--- config.mk ---
export PLATFORM = sky130hd
export DESIGN_NAME = lphm_ram
export DESIGN_NICKNAME = d
export VERILOG_FILES = /design/src/design/linear_probe_hash_map_assert.svh /design/src/design/lphm_ram.sv
export SDC_FILE = /design/constraint.sdc
export NUM_CORES = 1
export LEC_CHECK = 0
export BUFFER_PORTS_ARGS = -buffer_cell sky130_fd_sc_hd__buf_4
export CAP_MARGIN = 20
export CORE_ASPECT_RATIO = 1.25
export CORE_MARGIN = 2
export CORE_UTILIZATION = 45
export CTS_CLUSTER_SIZE = 25
export DETAILED_ROUTE_END_ITERATION = 8
export REMOVE_ABC_BUFFERS = 1
export SLEW_MARGIN = 5
export SYNTH_ARGS = -nofsm -noshare
export SYNTH_HDL_FRONTEND = slang
export SYNTH_SLANG_ARGS = --single-unit
--- constraint.sdc ---
create_clock -name clock -period 1.96 [get_ports clock]
set_input_delay 0.294 -clock clock [delete_from_list [all_inputs] [get_ports clock]]
set_output_delay 0.294 -clock clock [all_outputs]
set_load 0.02 [all_outputs]
--- src/design/linear_probe_hash_map_assert.svh ---
// Assertion macros for the linear probe hash map.
// Included by modules that carry assertions; depends on nothing.
`ifndef LINEAR_PROBE_HASH_MAP_ASSERT_SVH
`define LINEAR_PROBE_HASH_MAP_ASSERT_SVH

`ifndef NO_ASSERTIONS

// same-cycle implication
`define LPHM_ASSERT_IMPLY(label, clk, rst, pre, post) \
   label: assert property (@(posedge clk) disable iff (rst) (pre) |-> (post)) \
      else $error("lphm assertion failed");

// next-cycle implication
`define LPHM_ASSERT_NEXT(label, clk, rst, pre, post) \
   label: assert property (@(posedge clk) disable iff (rst) (pre) |=> (post)) \
      else $error("lphm assertion failed");

`else

`define LPHM_ASSERT_IMPLY(label, clk, rst, pre, post)
`define LPHM_ASSERT_NEXT(label, clk, rst, pre, post)

`endif

`endif

--- src/design/lphm_ram.sv ---
// Generic simple dual-port RAM: one write port, one registered read port.
// No dependencies.
module lphm_ram #(
   parameter int unsigned WIDTH = 8,
   parameter int unsigned DEPTH = 16
) (
   input  logic                     clock,
   input  logic                     wr_en,
   input  logic [$clog2(DEPTH)-1:0] wr_addr,
   input  logic [WIDTH-1:0]         wr_data,
   input  logic [$clog2(DEPTH)-1:0] rd_addr,
   output logic [WIDTH-1:0]         rd_data
);

   logic [WIDTH-1:0] mem_ff [DEPTH];
   logic [WIDTH-1:0] rd_data_ff;

   always_ff @(posedge clock) begin
      if (wr_en) begin
         mem_ff[wr_addr] <= wr_data;
      end
      rd_data_ff <= mem_ff[rd_addr];
   end

   assign rd_data = rd_data_ff;

endmodule

### Word-level counts from Yosys, hierarchy flattened

Memory sizes are Yosys's and may differ from the RTL's. A register that Yosys moved wholly into a read port is not among the register bits.
Index checks and enable logic that the tools add are counted.
W data, S select, Z words.

| cells by class | value |
|---|---|
| muxes and demuxes | 2 |

Operators by type and width:

| kind | number |
|---|---|
| $mux W1 | 2 |

| storage, ports and cells | value |
|---|---|
| register bits | 0 |
| memories kept | 1 |
| memory bits (writable) | 128 |

Memories:

| memory | depth | width | read ports | clocked after memory_dff | wr ports | RTL line | RTL |
|---|---|---|---|---|---|---|---|
| mem_ff | 16 | 8 | 1 | 1 | 1 | lphm_ram.sv:15 | `logic [WIDTH-1:0] mem_ff [DEPTH];` |

### Depth between registers and ports, before layout

| logic depth | value |
|---|---|
| word-level depth | 2 |
| gate-level depth with buffers | 5 |
| gate-level depth less buffers | 3 |

### Worst setup path before layout

OpenSTA, ideal clock, no wires.

| timing | value |
|---|---|
| path type | in2reg |
| start | in wr_addr[2] |
| end | mem mem_ff[0][0] (enable) |
| arrival | 1.404 ns |
| stages on the path | 2 |
| path slack | 0.173 ns |
| data required time | 1.577 ns |
| cells stage by stage | or3b_2 nor3_1 |

RTL lines:

| element | RTL line | RTL |
|---|---|---|
| start, declared | lphm_ram.sv:9 | `input logic [$clog2(DEPTH)-1:0] wr_addr,` |
| end, declared | lphm_ram.sv:15 |  |

Straight into the memory's write port.

==> impl_metrics.toml <==
[finish]
final_cell_mix = "edfxtp_1 (128), buf_4 (47), mux4_2 (18)"
postLayoutCellArea_sq_um = 6170
drive_gt1_share_pct = 31.3
fin_nets = 304
syn2layout_area_growth_pct = 19.8
final_common_cell = "edfxtp_1"
diodes = 0

[pwr]
ir_worst_vdd_v = 0.000656
leakage_nw = 2.11
power.total_w = 0.00664
power_density_nw_per_um2 = 1080

[yosys]
ys_seq_elements = 136
async_flop_share_pct = 0
synth_top_flop_cell = "edfxtp_1"
syn_area_sq_um = 5150
ys_seq_area_share_pct = 77.8
yosysUniqueCellTypes = 19
synthCells = 229
synth-edff-count = 128
avgSynthCellArea_sq_um = 22.5
ys_warn_count = 0

[route]
wl_met3_microns = 557
drc = 0
met1_length_microns = 4200
first_pass_iters = 5
initialDrtViolationCount = 166
drtAntennaViolNets = 0
wl_met2_microns = 5090
via_per_inst = 5.64
drt-total-wl_microns = 10000
route.top_layer_used = "met4"
wl_per_cell_microns = 23.1
via_count = 2438

[placement]
post-place-ws_ns = 0.173
placedInstanceArea_sq_um = 5600
portBuffers = 25
place_hpwl_microns = 6150
gp_congestion = 0.731

[global_route]
grt_pass1_wl_microns = 15300
grt_max_degree = 33
grt_pass1_vias = 2541
grt_usage_pct = 18.1
overflow = 0
antenna_found_initial = 0

[worst_setup_path]
start_kind = "register"
worst_ep_required_time_ns = 2.25
critPathKind = "reg2reg"
reg2reg_from = "mem_ff[1][0]$_DFFE_PP_"
crit_path_max_fanout = 1
path_cells = "mux4_1, a22oi_1, nand2_1"
critPathMaxStageDelay_ns = 0.53
cp_slowest_cell = "mux4_1"
worstPathArrival_ns = 1.65
cp-end-kind = "register"
worstSetupStartpoint = "mem_ff[1][0]$_DFFE_PP_"

[clock_network]
cts-resized-gates = 0
cts.sinks = 136
clock_path_buffers = 2
post-cts-setup-buffers = 0
htree_levels = 4
cts-root-buf = "clkbuf_16"
holdBufCountCts = 0
cts_tree = "built"
cts_buffers = 17
clk_latency_ns = 0.41
clk_pin_slew_ns = 0.05

[outcome]
status = "finished, final reports clean"

[sta]
rsz0062_at_grt = "false"
slew_viol_final = 0
tightest_slew_ns = 0.457
setup_violations = 0
layout_setup_ws_ns = 0.595
finalCriticalPeriod_ns = 1.37
max_clock_freq_mhz = 732
period_share_pct = 69.7
fin_tns_setup_ns = 0
final.setup_skew_ns = 0.00772
slew_headroom_pct = 69.5
hold_viol = 0

[hold_path]
hold_path.class = "in2reg"
min-delay-start = "wr_data[4]"

[floorplanning]
fp.dieArea_sq_um = 12300
die_w_microns = 99.7
initial_core_util_pct = 46.2
row_count = 43
io-pin-count = 26
die_h_microns = 124
core_area_sq_um = 11100

[job]
max-cap-violations = 0
## synthesized netlist by cell type, drive strengths merged (2+ instances only)
| library cell | number | area share [%] |
|---|---|---|
| edfxtp | 128 | 75 |
| mux4 | 32 | 15 |
| a22oi | 16 | 2.3 |
| nor2 | 13 | 0.95 |
| nand2 | 9 | 0.66 |
| dfxtp | 8 | 3.1 |
| buf | 7 | 1.1 |
| nor3 | 4 | 0.39 |
| clkdlybuf4s25 | 3 | 0.58 |
| nand2b | 2 | 0.24 |
| nand3b | 2 | 0.29 |
## worst paths after layout
kind         slack (ns)                      end  cells after the start
max                0.59       rd_data[0]$_DFF_P_                      3
min                0.20  mem_ff[13][4]$_DFFE_PP_                      1
max reg2reg        0.59       rd_data[0]$_DFF_P_                      3
min reg2reg        0.66       rd_data[2]$_DFF_P_                      3
## power by group
group	internal (W)	total, W	leakage [nW]	switching [W]
Combinational	0.000152	0.000338	0.618	0.000187
Sequential	0.00325	0.00327	1.22	0.0000196
Clock	0.00196	0.00303	0.273	0.00107
## final cells by class
class                   instances  area [sq um]
fillers                       857          4970
flip-flops and latches        136          4000
multi-input cells              83          1060
clock buffers                  19           433
repair buffers                 48           373
well taps                     135           169
clock inverters                11           133
## through the flow
| stage | utilization, % | instances | hold WS [ns] |
|---|---|---|---|
| after global placement | 50.3 | 402 | 0.595 |
| after floorplan | - | 219 | 0.393 |
| after detailed placement | 50.3 | 402 | 0.610 |
| final | 55.4 | 432 | 0.198 |
| after global routing | 55.4 | 432 | 0.196 |
| after CTS | 55.4 | 432 | 0.181 |
## per-layer routing
layer / GRT usage, % / vias to the layer above
li1: - / 1085
met5: 0 / -
met3: 4.10 / 10
met2: 29.3 / 68
met1: 23.9 / 1275
met4: 7.96 / 0
## cells by family (layout without fill, tap and decap cells)
kind of cell | after synthesis | in the layout | synth area share [%]
AO/OA/AOI/OAI | 16 | 16 | 2.33
flip-flops | 136 | 136 | 77.8
buffers and inverters | 10 | 78 | 1.68
multiplexers | 32 | 32 | 15.0
AND/OR/NAND/NOR | 35 | 35 | 3.18
## flip-flops by register name, summed over array words and instances (netlist names)
name and count:
mem_ff 128, rd_data 8
## worst max-delay path, delay by kind of cell, from the launching register on
| kind | cells | cell delay [ns] |
|---|---|---|
| flip-flops | 1 | 0.36 |
| multiplexers | 1 | 0.53 |
| AO/OA/AOI/OAI | 1 | 0.28 |
| AND/OR/NAND/NOR | 1 | 0.08 |
(Power assumes the default switching activity.)
